==> src/rtl/core/pfkp_pkg.sv <==
// ----------------------------------------------------------------------------
// pfkp_pkg
// shared types and constants of the packet flow key parser
// ----------------------------------------------------------------------------
package pfkp_pkg;

  localparam int MAX_VLAN_TAGS_DEF = 2;

  localparam int ETH_TYPE_OFFSET = 12;
  localparam int VLAN_TAG_BYTES  = 4;
  localparam int IPV6_HDR_BYTES  = 40;

  localparam logic [15:0] ET_IPV4 = 16'h0800;
  localparam logic [15:0] ET_IPV6 = 16'h86DD;
  localparam logic [15:0] ET_ARP  = 16'h0806;
  localparam logic [15:0] ET_LLDP = 16'h88CC;
  localparam logic [15:0] ET_VLAN = 16'h8100;

  localparam logic [7:0] PR_ICMP  = 8'd1;
  localparam logic [7:0] PR_IGMP  = 8'd2;
  localparam logic [7:0] PR_TCP   = 8'd6;
  localparam logic [7:0] PR_UDP   = 8'd17;
  localparam logic [7:0] PR_ICMP6 = 8'd58;

  typedef enum logic [3:0] {
    ST_OK          = 4'd0,
    ST_ARP         = 4'd1,
    ST_LLDP        = 4'd2,
    ST_OTHER_TYPE  = 4'd3,
    ST_UNK_PROTO   = 4'd4,
    ST_BAD_HLEN    = 4'd5,
    ST_BAD_TCP_OFF = 4'd6,
    ST_TRUNC       = 4'd7,
    ST_TAGS        = 4'd8
  } status_e;

  typedef struct packed {
    status_e     status;
    logic [15:0] ethertype;
    logic [63:0] src_hi;
    logic [63:0] src_lo;
    logic [63:0] dst_hi;
    logic [63:0] dst_lo;
    logic [7:0]  protocol;
    logic [15:0] sport;
    logic [15:0] dport;
    logic [15:0] length;
  } result_t;

endpackage

==> src/rtl/core/pfkp_parse_core.sv <==
// ----------------------------------------------------------------------------
// pfkp_parse_core
// per-frame header state, one byte per step, flow key result on the last byte
// ----------------------------------------------------------------------------
module pfkp_parse_core #(
  parameter int MAX_VLAN_TAGS = pfkp_pkg::MAX_VLAN_TAGS_DEF
) (
  input  logic              clk_i,
  input  logic              rst_ni,
  input  logic              step_i,
  input  logic [7:0]        data_byte_i,
  input  logic              last_byte_i,
  input  logic [15:0]       frame_length_i,
  output pfkp_pkg::result_t result_o
);
  import pfkp_pkg::*;

  localparam int TagW = $clog2(MAX_VLAN_TAGS + 1);
  localparam int OffW = $clog2(ETH_TYPE_OFFSET + VLAN_TAG_BYTES * MAX_VLAN_TAGS + 3);

  logic [7:0]      pos_q, pos_d;
  logic [OffW-1:0] type_off_q, type_off_d;
  logic [TagW-1:0] tag_cnt_q, tag_cnt_d;
  logic [OffW-1:0] l3_start_q, l3_start_d;
  logic [7:0]      l4_start_q, l4_start_d;
  logic [15:0]     etype_q, etype_d;
  logic [7:0]      proto_q, proto_d;
  logic [63:0]     src_hi_q, src_hi_d, src_lo_q, src_lo_d;
  logic [63:0]     dst_hi_q, dst_hi_d, dst_lo_q, dst_lo_d;
  logic [15:0]     sport_q, sport_d, dport_q, dport_d;
  status_e         status_q, status_d;
  logic            decided_q, decided_d;
  logic [15:0]     len_q, len_d;

  logic [7:0]      b;
  logic [15:0]     etype_new;
  logic [7:0]      rel3, rel4;
  logic [7:0]      l3_ext;
  logic            ok;
  result_t         res;

  assign b      = data_byte_i;
  assign l3_ext = 8'(l3_start_q);
  assign rel3   = pos_q - l3_ext;
  assign rel4   = pos_q - l4_start_q;

  always_comb begin
    pos_d      = pos_q;
    type_off_d = type_off_q;
    tag_cnt_d  = tag_cnt_q;
    l3_start_d = l3_start_q;
    l4_start_d = l4_start_q;
    etype_d    = etype_q;
    proto_d    = proto_q;
    src_hi_d   = src_hi_q;
    src_lo_d   = src_lo_q;
    dst_hi_d   = dst_hi_q;
    dst_lo_d   = dst_lo_q;
    sport_d    = sport_q;
    dport_d    = dport_q;
    status_d   = status_q;
    decided_d  = decided_q;
    len_d      = len_q;
    etype_new  = etype_q | {8'h00, b};

    if (pos_q == 8'd0) begin
      len_d = frame_length_i;
    end

    if (!decided_q) begin
      if (l3_start_q == '0) begin
        if (pos_q == 8'(type_off_q)) begin
          etype_d = {b, 8'h00};
        end else if (pos_q == 8'(type_off_q) + 8'd1) begin
          etype_d = etype_new;
          if (etype_new == ET_VLAN) begin
            if (tag_cnt_q >= TagW'(MAX_VLAN_TAGS)) begin
              status_d  = ST_TAGS;
              decided_d = 1'b1;
            end else begin
              tag_cnt_d  = tag_cnt_q + TagW'(1);
              type_off_d = type_off_q + OffW'(VLAN_TAG_BYTES);
            end
          end else begin
            l3_start_d = type_off_q + OffW'(2);
            if (etype_new == ET_IPV6) begin
              l4_start_d = 8'(type_off_q + OffW'(2)) + 8'(IPV6_HDR_BYTES);
            end else if (etype_new != ET_IPV4) begin
              decided_d = 1'b1;
              if (etype_new == ET_ARP) begin
                status_d = ST_ARP;
              end else if (etype_new == ET_LLDP) begin
                status_d = ST_LLDP;
              end else begin
                status_d = ST_OTHER_TYPE;
              end
            end
          end
        end
      end else if (pos_q >= l3_ext) begin
        if (etype_q == ET_IPV4) begin
          if (rel3 == 8'd0) begin
            if (b[3:0] < 4'd5) begin
              status_d  = ST_BAD_HLEN;
              decided_d = 1'b1;
            end else begin
              l4_start_d = l3_ext + {2'b00, b[3:0], 2'b00};
            end
          end else if (rel3 == 8'd9) begin
            proto_d = b;
            if (!(b inside {PR_ICMP, PR_IGMP, PR_TCP, PR_UDP})) begin
              status_d  = ST_UNK_PROTO;
              decided_d = 1'b1;
            end
          end else if (rel3 >= 8'd12 && rel3 <= 8'd15) begin
            src_lo_d = {32'h0, src_lo_q[23:0], b};
          end else if (rel3 >= 8'd16 && rel3 <= 8'd19) begin
            dst_lo_d = {32'h0, dst_lo_q[23:0], b};
            if (rel3 == 8'd19 && (proto_q inside {PR_ICMP, PR_IGMP})) begin
              status_d  = ST_OK;
              decided_d = 1'b1;
            end
          end
        end else begin
          if (rel3 == 8'd6) begin
            proto_d = b;
            if (!(b inside {PR_ICMP, PR_IGMP, PR_TCP, PR_UDP, PR_ICMP6})) begin
              status_d  = ST_UNK_PROTO;
              decided_d = 1'b1;
            end
          end else if (rel3 >= 8'd8 && rel3 <= 8'd15) begin
            src_hi_d = {src_hi_q[55:0], b};
          end else if (rel3 >= 8'd16 && rel3 <= 8'd23) begin
            src_lo_d = {src_lo_q[55:0], b};
          end else if (rel3 >= 8'd24 && rel3 <= 8'd31) begin
            dst_hi_d = {dst_hi_q[55:0], b};
          end else if (rel3 >= 8'd32 && rel3 <= 8'd39) begin
            dst_lo_d = {dst_lo_q[55:0], b};
            if (rel3 == 8'd39 && (proto_q inside {PR_ICMP, PR_IGMP, PR_ICMP6})) begin
              status_d  = ST_OK;
              decided_d = 1'b1;
            end
          end
        end

        // transport header, never on a byte where the ip header decides
        if (l4_start_q != 8'd0 && pos_q >= l4_start_q) begin
          if (rel4 < 8'd2) begin
            sport_d = {sport_q[7:0], b};
          end else if (rel4 < 8'd4) begin
            dport_d = {dport_q[7:0], b};
          end
          if (rel4 == 8'd3 && proto_q == PR_UDP) begin
            status_d  = ST_OK;
            decided_d = 1'b1;
          end
          if (rel4 == 8'd12 && proto_q == PR_TCP) begin
            status_d  = (b[7:4] < 4'd5) ? ST_BAD_TCP_OFF : ST_OK;
            decided_d = 1'b1;
          end
        end
      end
    end

    if (pos_q != 8'hFF) begin
      pos_d = pos_q + 8'd1;
    end

    ok            = decided_d && (status_d == ST_OK);
    res.status    = decided_d ? status_d : ST_TRUNC;
    res.ethertype = etype_d;
    res.src_hi    = ok ? src_hi_d : 64'h0;
    res.src_lo    = ok ? src_lo_d : 64'h0;
    res.dst_hi    = ok ? dst_hi_d : 64'h0;
    res.dst_lo    = ok ? dst_lo_d : 64'h0;
    res.protocol  = proto_d;
    res.sport     = ok ? sport_d : 16'h0;
    res.dport     = ok ? dport_d : 16'h0;
    res.length    = len_d;

    if (last_byte_i) begin
      pos_d      = 8'd0;
      type_off_d = OffW'(ETH_TYPE_OFFSET);
      tag_cnt_d  = '0;
      l3_start_d = '0;
      l4_start_d = 8'd0;
      etype_d    = 16'h0;
      proto_d    = 8'h0;
      src_hi_d   = 64'h0;
      src_lo_d   = 64'h0;
      dst_hi_d   = 64'h0;
      dst_lo_d   = 64'h0;
      sport_d    = 16'h0;
      dport_d    = 16'h0;
      status_d   = ST_TRUNC;
      decided_d  = 1'b0;
      len_d      = 16'h0;
    end
  end

  assign result_o = res;

  always_ff @(posedge clk_i or negedge rst_ni) begin
    if (!rst_ni) begin
      pos_q      <= 8'd0;
      type_off_q <= OffW'(ETH_TYPE_OFFSET);
      tag_cnt_q  <= '0;
      l3_start_q <= '0;
      l4_start_q <= 8'd0;
      etype_q    <= 16'h0;
      proto_q    <= 8'h0;
      src_hi_q   <= 64'h0;
      src_lo_q   <= 64'h0;
      dst_hi_q   <= 64'h0;
      dst_lo_q   <= 64'h0;
      sport_q    <= 16'h0;
      dport_q    <= 16'h0;
      status_q   <= ST_TRUNC;
      decided_q  <= 1'b0;
      len_q      <= 16'h0;
    end else if (step_i) begin
      pos_q      <= pos_d;
      type_off_q <= type_off_d;
      tag_cnt_q  <= tag_cnt_d;
      l3_start_q <= l3_start_d;
      l4_start_q <= l4_start_d;
      etype_q    <= etype_d;
      proto_q    <= proto_d;
      src_hi_q   <= src_hi_d;
      src_lo_q   <= src_lo_d;
      dst_hi_q   <= dst_hi_d;
      dst_lo_q   <= dst_lo_d;
      sport_q    <= sport_d;
      dport_q    <= dport_d;
      status_q   <= status_d;
      decided_q  <= decided_d;
      len_q      <= len_d;
    end
  end

`ifndef SYNTHESIS
  a_tag_limit: assert property (@(posedge clk_i) disable iff (!rst_ni)
    tag_cnt_q <= TagW'(MAX_VLAN_TAGS))
    else $error("vlan tag count above limit");

  a_undecided_trunc: assert property (@(posedge clk_i) disable iff (!rst_ni)
    decided_q == (status_q != ST_TRUNC))
    else $error("status and decision flag disagree");

  a_l3_is_ip: assert property (@(posedge clk_i) disable iff (!rst_ni)
    (l3_start_q != '0 && !decided_q) |-> (etype_q == ET_IPV4 || etype_q == ET_IPV6))
    else $error("undecided non-ip frame past ethertype");
`endif

endmodule

==> src/rtl/core/packet_flow_key_parser.sv <==
// ----------------------------------------------------------------------------
// packet_flow_key_parser
// ethernet/ip flow key parser: addresses, protocol and ports per frame
// ----------------------------------------------------------------------------
// Frames enter one byte per cycle in wire order; a byte is taken in every
// cycle in which the result register is empty or being drained. On the byte
// marked last, the flow key (status, ethertype, addresses, protocol, ports
// and wire length) is loaded into the result register and is offered on the
// next cycle; throughput is one byte per cycle while in_ready_o is high.
// Up to MAX_VLAN_TAGS 802.1Q tags are skipped; a further tag gives the
// too-many-tags status. Any non-ok status zeroes addresses and ports.
// ----------------------------------------------------------------------------
module packet_flow_key_parser #(
  parameter int MAX_VLAN_TAGS = pfkp_pkg::MAX_VLAN_TAGS_DEF
) (
  input  logic        clk_i,
  input  logic        rst_ni,
  input  logic        in_valid_i,
  output logic        in_ready_o,
  input  logic [7:0]  data_byte_i,
  input  logic        last_byte_i,
  input  logic [15:0] frame_length_i,
  output logic        out_valid_o,
  input  logic        out_ready_i,
  output logic [3:0]  status_o,
  output logic [15:0] ethertype_o,
  output logic [63:0] src_addr_hi_o,
  output logic [63:0] src_addr_lo_o,
  output logic [63:0] dst_addr_hi_o,
  output logic [63:0] dst_addr_lo_o,
  output logic [7:0]  l4_protocol_o,
  output logic [15:0] src_port_o,
  output logic [15:0] dst_port_o,
  output logic [15:0] wire_length_o
);
  import pfkp_pkg::*;

  logic    in_fire;
  logic    out_valid_q, out_valid_d;
  result_t core_res;
  result_t res_q;

  assign in_ready_o = !out_valid_q || out_ready_i;
  assign in_fire    = in_valid_i && in_ready_o;

  pfkp_parse_core #(
    .MAX_VLAN_TAGS(MAX_VLAN_TAGS)
  ) u_core (
    .clk_i         (clk_i),
    .rst_ni        (rst_ni),
    .step_i        (in_fire),
    .data_byte_i   (data_byte_i),
    .last_byte_i   (last_byte_i),
    .frame_length_i(frame_length_i),
    .result_o      (core_res)
  );

  always_comb begin
    out_valid_d = out_valid_q;
    if (in_fire && last_byte_i) begin
      out_valid_d = 1'b1;
    end else if (out_ready_i) begin
      out_valid_d = 1'b0;
    end
  end

  always_ff @(posedge clk_i or negedge rst_ni) begin
    if (!rst_ni) begin
      out_valid_q <= 1'b0;
    end else begin
      out_valid_q <= out_valid_d;
    end
  end

  always_ff @(posedge clk_i) begin
    if (in_fire && last_byte_i) begin
      res_q <= core_res;
    end
  end

  assign out_valid_o   = out_valid_q;
  assign status_o      = res_q.status;
  assign ethertype_o   = res_q.ethertype;
  assign src_addr_hi_o = res_q.src_hi;
  assign src_addr_lo_o = res_q.src_lo;
  assign dst_addr_hi_o = res_q.dst_hi;
  assign dst_addr_lo_o = res_q.dst_lo;
  assign l4_protocol_o = res_q.protocol;
  assign src_port_o    = res_q.sport;
  assign dst_port_o    = res_q.dport;
  assign wire_length_o = res_q.length;

`ifndef SYNTHESIS
  a_last_gives_result: assert property (@(posedge clk_i) disable iff (!rst_ni)
    (in_valid_i && in_ready_o && last_byte_i) |=> out_valid_o)
    else $error("last byte without result transaction");

  a_ready_when_empty: assert property (@(posedge clk_i) disable iff (!rst_ni)
    !in_ready_o |-> out_valid_o)
    else $error("input stalled with empty result register");

  a_fail_zeroes_key: assert property (@(posedge clk_i) disable iff (!rst_ni)
    (out_valid_o && status_o != ST_OK) |->
      (src_port_o == 16'h0 && dst_port_o == 16'h0 &&
       src_addr_lo_o == 64'h0 && dst_addr_lo_o == 64'h0))
    else $error("flow key not cleared on failed frame");

  a_status_range: assert property (@(posedge clk_i) disable iff (!rst_ni)
    out_valid_o |-> (status_o <= ST_TAGS))
    else $error("status code out of range");
`endif

endmodule
==> config.mk <==
export PLATFORM = sky130hd
export DESIGN_NAME = packet_flow_key_parser
export DESIGN_NICKNAME = d
export VERILOG_FILES = /design/src/rtl/core/pfkp_pkg.sv /design/src/rtl/core/pfkp_parse_core.sv /design/src/rtl/core/packet_flow_key_parser.sv
export SDC_FILE = /design/constraint.sdc
export NUM_CORES = 1
export LEC_CHECK = 0
export BUFFER_PORTS_ARGS = -buffer_cell sky130_fd_sc_hd__buf_2
export CELL_PAD_IN_SITES_DETAIL_PLACEMENT = 0
export CELL_PAD_IN_SITES_GLOBAL_PLACEMENT = 2
export CORE_ASPECT_RATIO = 0.75
export CORE_MARGIN = 8
export CORE_UTILIZATION = 43
export CTS_CLUSTER_DIAMETER = 150
export DETAILED_ROUTE_END_ITERATION = 7
export PLACE_DENSITY = 0.87
export SYNTH_ARGS = -nofsm -noshare
export SYNTH_HDL_FRONTEND = slang
export SYNTH_SLANG_ARGS = --single-unit
==> constraint.sdc <==
create_clock -name clk_i -period 26 [get_ports clk_i]
set_input_delay 5.2 -clock clk_i [delete_from_list [all_inputs] [get_ports clk_i]]
set_output_delay 5.2 -clock clk_i [all_outputs]
set_load 0.05 [all_outputs]
==> results of run 1 <==
==> cell type report <==
class	instances	area (um2)	share of cell area (%)
Clock buffer	110	2161	5.262
Clock inverter	31	236.5	0.5759
Inverter	24	97.59	0.2377
Multi-Input combinational cell	2229	15920	38.76
Sequential cell	691	18960	46.17
Tap cell	1140	1426	3.474
Timing Repair Buffer	418	2265	5.515
==> critical path: stages <==
cell,delay (ns)
buf_2,0.07
nand2b_1,0.19
buf_2,0.30
==> logic make-up (layout without fill, tap and decap cells) <==
group / Yosys count / in the layout / synth area share [%]
fa+ha+maj: 25 / 25 / 0.9107
compound gates: 813 / 813 / 14.83
xor+xnor: 21 / 21 / 0.5199
mux: 256 / 256 / 7.819
buf+inv: 388 / 583 / 5.525
flops: 691 / 691 / 51.49
simple gates: 1114 / 1114 / 18.91
==> per-layer routing <==
metal  GRT usage, %  vias to the layer above
met2          32.51                      798
met3          3.985                      142
met4          5.370                        0
li1               -                    12890
met5              0                        -
met1          31.76                    13981
==> stage by stage <==
step	utilization (%)	cell area, um2	hold slack, ns	power, mW	worst slack (ns)
global route	48.14	41060	0.5208	3.091	15.00
floorplan	-	36820	0.4663	1.758	9.950
CTS	48.14	41060	0.5038	2.987	15.03
global placement	45.33	38670	0.4802	1.919	15.04
detailed placement	45.33	38670	0.4888	1.922	15.04
finish	48.14	41060	0.5012	2.963	15.04
==> power by group <==
part	internal, mW	switching [mW]
combinational	0.178	0.386
clock	0.600	0.457
sequential	1.24	0.102
total	2.02	0.946
==> flip-flops by register name, summed over array words and instances, names as in the netlist, 64 cells and up <==
register and cells:
dst_addr_hi_o 64, u_core.dst_lo_q 64, u_core.src_lo_q 64, dst_addr_lo_o 64, u_core.src_hi_q 64, u_core.dst_hi_q 64
src_addr_lo_o 64, src_addr_hi_o 64
==> Yosys cell counts, types with 11 or more instances <==
library cell,count,area share [%]
mux2_2,253,7.7
a22o_1,106,2.5
inv_1,24,0.24
o21ai_0,273,3.7
dfrtp_1,354,24
nor4_2,212,7.2
nor2_1,61,0.62
buf_12,20,1.1
ha_1,22,0.75
buf_6,14,0.43
nor4_1,92,1.6
edfxtp_1,332,27
nand2b_1,11,0.19
nand2_1,346,3.5
a22oi_1,289,5.9
buf_2,94,1.3
nand3_1,301,4.1
buf_1,26,0.27
clkbuf_1,206,2.1
o21ai_1,41,0.56
a21oi_1,33,0.45
nor3_1,13,0.18
==> path summary, 6_finish.rpt <==
path | from | endpoint | slack (ns) | cells after the start
setup reg to reg | u_core.pos_q[0]$_DFFE_PN0P_ | dst_addr_hi_o[34]$_SDFFCE_PN0P_ | 19.30 | 16
min in group asynchronous | rst_ni | u_core.dst_lo_q[22]$_DFFE_PN0P_ | 4.60 | 1
max in group asynchronous | rst_ni | u_core.src_lo_q[48]$_DFFE_PN0P_ | 18.97 | 3
hold reg to reg | u_core.dport_q[15]$_DFFE_PN0P_ | u_core.dport_q[15]$_DFFE_PN0P_ | 0.50 | 2
setup / recovery | out_ready_i | in_ready_o | 15.04 | 3
hold / removal | u_core.dport_q[15]$_DFFE_PN0P_ | u_core.dport_q[15]$_DFFE_PN0P_ | 0.50 | 2
==> flow_summary.json, run 1 <==
{
  "worstSetupEndpointType": "primary output",
  "clk_latency_ns": 0.63,
  "run_status": "finished, final reports clean",
  "hold_viol_final": 0,
  "grt_pass1_wl_um": 166600,
  "vdd_drop_max_mv": 0.03875,
  "antenna_found_initial": 0,
  "seq_area_frac_synth_pct": 51.49,
  "cts_tree": "yes",
  "place_congestion": 0.8384,
  "grt_max_degree": 150,
  "tightest_slew_ns": 1.161,
  "ys_ff_latch": 691,
  "max_freq_mhz": 91.22,
  "dr_wl_met3_um": 6263,
  "wl_met1_um": 50110,
  "first_global_vias": 26276,
  "min_path_type": "flip-flop to flip-flop",
  "p_leak_nw": 14.91,
  "buffer_ports.inserted": 362,
  "dp_hpwl_um": 64530,
  "cts_resized": 0,
  "slew_headroom_pct": 22.59,
  "critPathRequiredTime_ns": 20.80,
  "synth_edf_count": 332,
  "syn_nets": 3362,
  "postRouteAntennaNets": 0,
  "setup_viol": 0,
  "most-common-layout-cells": "buf_2 (360), dfrtp_1 (354), nand2_1 (345), edfxtp_1 (332), nand3_1 (301)",
  "final_cells": 4643,
  "grt_usage_pct": 21.50,
  "postCtsHoldBufs": 0,
  "vias": 27811,
  "dieArea_um2": 95350,
  "drv_cap": 0,
  "clockBufferDepth": 3,
  "core-area_um2": 85290,
  "path_clk_slew_ns": 0.05,
  "htreeDepth": 3,
  "yosys_warnings": 0,
  "crit_type": "primary input to primary output",
  "drtIter0Drc": 2672,
  "drcViolationCount": 0,
  "setup_tns_ns": 0,
  "rsz0062_at_grt": "no",
  "fill_cells": 7768,
  "vias_per_cell": 5.990,
  "dpl.cell_count": 4502,
  "gr-total-overflow": 0,
  "netlist_area_um2": 36820,
  "finalMaxSlewViolations": 0,
  "finalCriticalPeriod_ns": 10.96,
  "arrival_ns": 5.76,
  "drt_wl_total_um": 107500,
  "ys_types": 79,
  "layout_commonest_cell": "buf_2",
  "ys.flop_type": "dfrtp_1",
  "io_pins": 363,
  "num_rows": 93,
  "syn_to_final_growth_pct": 11.52,
  "cts_made_buffers": 76,
  "cts.sink_count": 691,
  "cp-start-kind": "primary input",
  "route.met2.wl_um": 48570,
  "drive_gt1_share_pct": 29.55,
  "top_layer_used": "met4",
  "firstDrtPassIters": 6,
  "clock-skew-final_ns": 0.03361,
  "cp_max_fo": 4,
  "antenna_cells": 0,
  "syn_area_per_cell_um2": 11.13,
  "clock-root-buffer": "clkbuf_16",
  "start_util_pct": 43.17,
  "synth_cells": 3308,
  "die_w_um": 353.9,
  "die_y_um": 269.4,
  "wl_per_cell_um": 23.14,
  "cts_setup_buffers": 0,
  "post-route-period-util_pct": 42.16,
  "async_reset_ff_share_pct": 51.95,
  "p_per_area_nw_per_um2": 72.15,
  "nets": 3494
}
Note: power is estimated with default switching activity, not from simulation.
==> run 2: changes to the inputs <==
- CORE_UTILIZATION: 43 -> 36
- PLACE_DENSITY: 0.87 -> 0.78
- clock period: 26 -> 9.39 ns (I/O delays scaled with it)
==> flow_summary.json, run 2 (synthesis gave the netlist of run 1 again) <==
{
  "run_status": "finished, final reports clean",
  "dp_hpwl_um": 67090,
  "cts_made_buffers": 78,
  "buffer_ports.inserted": 362,
  "critPathRequiredTime_ns": 9.82,
  "core-area_um2": 101400,
  "io_pins": 363,
  "final_core_util_pct": 41.04,
  "final_cells": 4839,
  "arrival_ns": 6.16,
  "clockBufferDepth": 3,
  "first_global_vias": 26910,
  "cts.sink_count": 691,
  "nets": 3489,
  "max_freq_mhz": 174.7,
  "grt_usage_pct": 19.76,
  "cp-start-kind": "primary input",
  "r2r_end": "dst_port_o[5]$_SDFFCE_PN0P_",
  "finalCriticalPeriod_ns": 5.726,
  "die_y_um": 293.0,
  "seq_area_um2": 18960,
  "drive_gt1_share_pct": 29.51,
  "dpl_cell_area_um2": 38990,
  "most-common-layout-cells": "buf_2 (360), dfrtp_1 (354), nand2_1 (345), edfxtp_1 (332), nand3_1 (301)",
  "p_per_area_nw_per_um2": 204.0,
  "dieArea_um2": 112900,
  "antenna_found_initial": 3,
  "reg2reg_depth": 15,
  "cts_setup_buffers": 0,
  "clock-skew-final_ns": 0.03438,
  "cp_max_fo": 164,
  "drtIter0Drc": 2572,
  "drt_wl_total_um": 115600,
  "cts_tree": "yes",
  "path_clk_slew_ns": 0.06,
  "grt_max_degree": 165,
  "vias": 27827,
  "place_worst_setup_slack_ns": 3.148,
  "clk_latency_ns": 0.64,
  "vias_per_cell": 5.751,
  "worstSetupEndpointType": "flip-flop",
  "finalMaxSlewViolations": 0,
  "postCtsHoldBufs": 0,
  "layout_setup_ws_ns": 3.664,
  "setup_viol": 0,
  "slew_headroom_pct": 16.27,
  "wl_per_cell_um": 23.89,
  "hold_viol_final": 0,
  "post-route-period-util_pct": 60.98,
  "p_leak_nw": 15.03,
  "multi_input_area_um2": 15910,
  "rsz0062_at_grt": "no",
  "setup_tns_ns": 0,
  "antenna_cells": 0,
  "grt_pass1_wl_um": 177800,
  "die_w_um": 385.3,
  "vdd_drop_max_mv": 0.2552,
  "gr-total-overflow": 0,
  "fill_cells": 9768,
  "layout_commonest_cell": "buf_2",
  "place_congestion": 0.8065,
  "start_util_pct": 36.33,
  "tightest_slew_ns": 1.251,
  "dpl.cell_count": 4694,
  "firstDrtPassIters": 5,
  "reg2reg_from": "u_core.pos_q[0]$_DFFE_PN0P_",
  "cts_resized": 0,
  "hold_path.startpoint": "u_core.sport_q[15]$_DFFE_PN0P_",
  "drcViolationCount": 0,
  "min_path_type": "flip-flop to flip-flop",
  "drv_cap": 0,
  "r2r_slack_ns": 3.77,
  "clock-root-buffer": "clkbuf_16",
  "num_rows": 101,
  "setup.worst_path.end": "dst_addr_hi_o[15]$_SDFFCE_PN0P_",
  "crit_type": "primary input to flip-flop",
  "postRouteAntennaNets": 0,
  "htreeDepth": 3,
  "critPathLaunch": "data_byte_i[3]",
  "final_area_um2": 41590,
  "syn_to_final_growth_pct": 12.95
}
[run 2: critical path, stage by stage]
cell and delay (ns):
buf_2 0.34, nor4_1 0.58, and4_1 0.36, nand3_1 0.19, nand2_1 0.18, o21ai_0 0.13
o311ai_0 0.30, o31a_2 0.74, buf_12 0.60, nand3_1 0.31, nor4_2 0.23
[run 2: worst min-delay path by stage]
stage               cells after the start  slack (ns)                        endpoint
floorplan                               2        0.47  u_core.dport_q[10]$_DFFE_PN0P_
global placement                        2        0.48  u_core.sport_q[12]$_DFFE_PN0P_
detailed placement                      1        0.49     u_core.len_q[4]$_DFFE_PN0P_
CTS                                     2        0.50  u_core.sport_q[15]$_DFFE_PN0P_
global route                            1        0.51     u_core.len_q[0]$_DFFE_PN0P_
finish                                  2        0.50  u_core.sport_q[15]$_DFFE_PN0P_
[run 2: metrics by stage]
step | power [mW] | hold WS [ns]
final | 8.484 | 0.4989
after detailed placement | 5.354 | 0.4871
after global routing | 8.861 | 0.5132
after floorplan | 4.850 | 0.4663
after CTS | 8.578 | 0.5008
after global placement | 5.352 | 0.4799
[run 2: area by class of cell]
| type | instances | share of cell area, % |
|---|---|---|
| clock buffers | 102 | 5.135 |
| clock inverters | 43 | 1.104 |
| inverters | 24 | 0.2347 |
| multi-input cells | 2229 | 38.26 |
| flip-flops and latches | 691 | 45.59 |
| well taps | 1339 | 4.028 |
| repair buffers | 411 | 5.650 |
[run 2: layer usage]
metal	share of wire, %	track usage, %
met1	48	29.53
met2	45	29.94
met3	5.0	3.338
met4	2.1	4.307
met5	0	0
[run 2: where the power goes]
group	internal [mW]	switching (mW)
sequential	3.43	0.293
clock	1.86	1.33
combinational	0.500	1.08
total	5.79	2.70
==> run 3: changes to the inputs <==
- clock period: 9.39 -> 5.2 ns (I/O delays scaled with it)
==> flow_summary.json, run 3 (synthesis gave the netlist of run 1 again) <==
{
  "run_status": "finished, final reports clean",
  "vdd_drop_max_mv": 0.2959,
  "combPwrFrac_pct": 19.3,
  "dieArea_um2": 112900,
  "cts.sink_count": 691,
  "postRouteAntennaNets": 0,
  "drt_wl_total_um": 113800,
  "intPower_mw": 10.27,
  "clockBufferDepth": 3,
  "setup_viol": 0,
  "clock-skew-final_ns": 0.02744,
  "firstDrtPassIters": 6,
  "clock-root-buffer": "clkbuf_16",
  "postCtsHoldBufs": 0,
  "arrival_ns": 5.05,
  "wl_per_cell_um": 23.20,
  "htreeDepth": 3,
  "grt_pass1_wl_um": 175100,
  "drv_cap": 0,
  "core-area_um2": 101400,
  "dp_hpwl_um": 71790,
  "io_pins": 363,
  "path_clk_slew_ns": 0.06,
  "setup_tns_ns": 0,
  "pwr-share-seq_pct": 44.4,
  "grt_max_degree": 138,
  "clk_latency_ns": 0.64,
  "max_stage_delay_ns": 0.53,
  "grt_usage_pct": 19.46,
  "max_freq_mhz": 212.2,
  "drcViolationCount": 0,
  "drive_gt1_share_pct": 30.82,
  "num_rows": 101,
  "clkPwrFrac_pct": 36.3,
  "start_util_pct": 36.33,
  "reg2reg_from": "u_core.pos_q[0]$_DFFE_PN0P_",
  "drtIter0Drc": 2568,
  "hold_viol_final": 0,
  "critPathLaunch": "u_core.pos_q[0]$_DFFE_PN0P_",
  "layout_setup_ws_ns": 0.4885,
  "p_sw_mw": 4.809,
  "fill_cells": 9744,
  "rsz0062_at_grt": "no",
  "antenna_found_initial": 2,
  "cts_tree": "yes",
  "die_y_um": 293.0,
  "cts_setup_buffers": 0,
  "swShare_pct": 31.88,
  "finalMaxSlewViolations": 0,
  "syn_to_final_growth_pct": 14.80,
  "place_worst_setup_slack_ns": 0.4977,
  "cts_made_buffers": 76,
  "cts_resized": 0,
  "nets": 3553,
  "p_leak_nw": 15.40,
  "most-common-layout-cells": "buf_2 (360), dfrtp_1 (354), nand2_1 (345), edfxtp_1 (332), nand3_1 (301)",
  "cp_max_fo": 34,
  "hold-worst-slack_ns": 0.3353,
  "tightest_slew_ns": 1.232,
  "min_path_type": "primary input to async pin",
  "worstSetupEndpointType": "flip-flop",
  "vias": 27879,
  "critPathRequiredTime_ns": 5.54,
  "die_w_um": 385.3,
  "cp_slowest_cell": "or4_1",
  "crit_chain": "inv_1, ha_1, inv_1, fa_1, a211o_1, a211o_1, a221oi_2, a21oi_1, or4_1, a211oi_2, a2111oi_2, nor3_4, buf_12, buf_4, nor4_2",
  "place_congestion": 0.8195,
  "vias_per_cell": 5.686,
  "layout_commonest_cell": "buf_2",
  "crit_type": "flip-flop to flip-flop",
  "p_per_area_nw_per_um2": 356.8,
  "slew_headroom_pct": 17.85,
  "cp-start-kind": "flip-flop",
  "finalPower_mw": 15.08,
  "first_global_vias": 27033,
  "buffer_ports.inserted": 362,
  "r2r_slack_ns": 0.49,
  "finalCriticalPeriod_ns": 4.712,
  "gr-total-overflow": 0,
  "post-route-period-util_pct": 90.61
}
[run 3: cell count changes in the layout (fill, tap and decap cells not counted), sizes merged]
cell,previous run,this run
bufinv,9,4
clkbuf,102,99
diode,0,1
clkinv,27,30
buf,411,477
clkinvlp,3,5
[run 3: power by group through the flow]
stage                     sequential, mW  combinational (mW)  clock, mW
after detailed placement            6.78                2.93          0
after floorplan                     6.97                1.78          0
after CTS                           6.68                2.94       5.64
after global routing                6.76                3.18       5.84
final                               6.69                2.91       5.48
after global placement              6.78                2.92          0
[run 3: area by class of cell]
class                   instances  area, um2  share of cell area (%)
inverters                      24      97.59                  0.2309
repair buffers                477       3146                   7.441
well taps                    1339       1675                   3.963
clock buffers                  99       2123                   5.023
clock inverters                43      354.1                  0.8377
flip-flops and latches        691      18960                   44.85
multi-input cells            2229      15910                   37.65
diodes                          1      2.502                0.005920
[run 3: worst paths after layout]
check,endpoint,cells past startpoint
min,u_core.dst_hi_q[27]$_DFFE_PN0P_,1
max,src_addr_lo_o[28]$_SDFFCE_PN0P_,15
max in group asynchronous,u_core.l4_start_q[3]$_DFFE_PN0P_,2
min in group clk_i,u_core.dport_q[13]$_DFFE_PN0P_,2
min reg2reg,u_core.dport_q[13]$_DFFE_PN0P_,2
max reg2reg,src_addr_lo_o[28]$_SDFFCE_PN0P_,15
[run 3: per-stage QoR]
stage	std cells	cell area, um2	utilization [%]
2_1_floorplan	3308	36820	-
3_3_place_gp	4760	39790	39.26
3_5_place_dp	4760	39790	39.26
4_1_cts	4902	42270	41.71
5_1_grt	4902	42270	41.71
6_report	4903	42270	41.71
[run 3: critical path, delay by kind of cell (launching register included)]
kind / cells / cell delay, ns
AO/OA/AOI/OAI: 6 / 1.42
flip-flops: 1 / 0.44
buffers and inverters: 4 / 0.95
adder cells (fa/ha/maj): 2 / 0.59
AND/OR/NAND/NOR: 3 / 0.97
[run 3: layer usage]
metal	track usage (%)	vias to the layer above	part of all wire, %
met2	29.97	705	46
met3	2.892	143	4.5
met5	0	-	0
li1	-	13021	-
met4	4.888	0	2.4
met1	28.68	14010	47
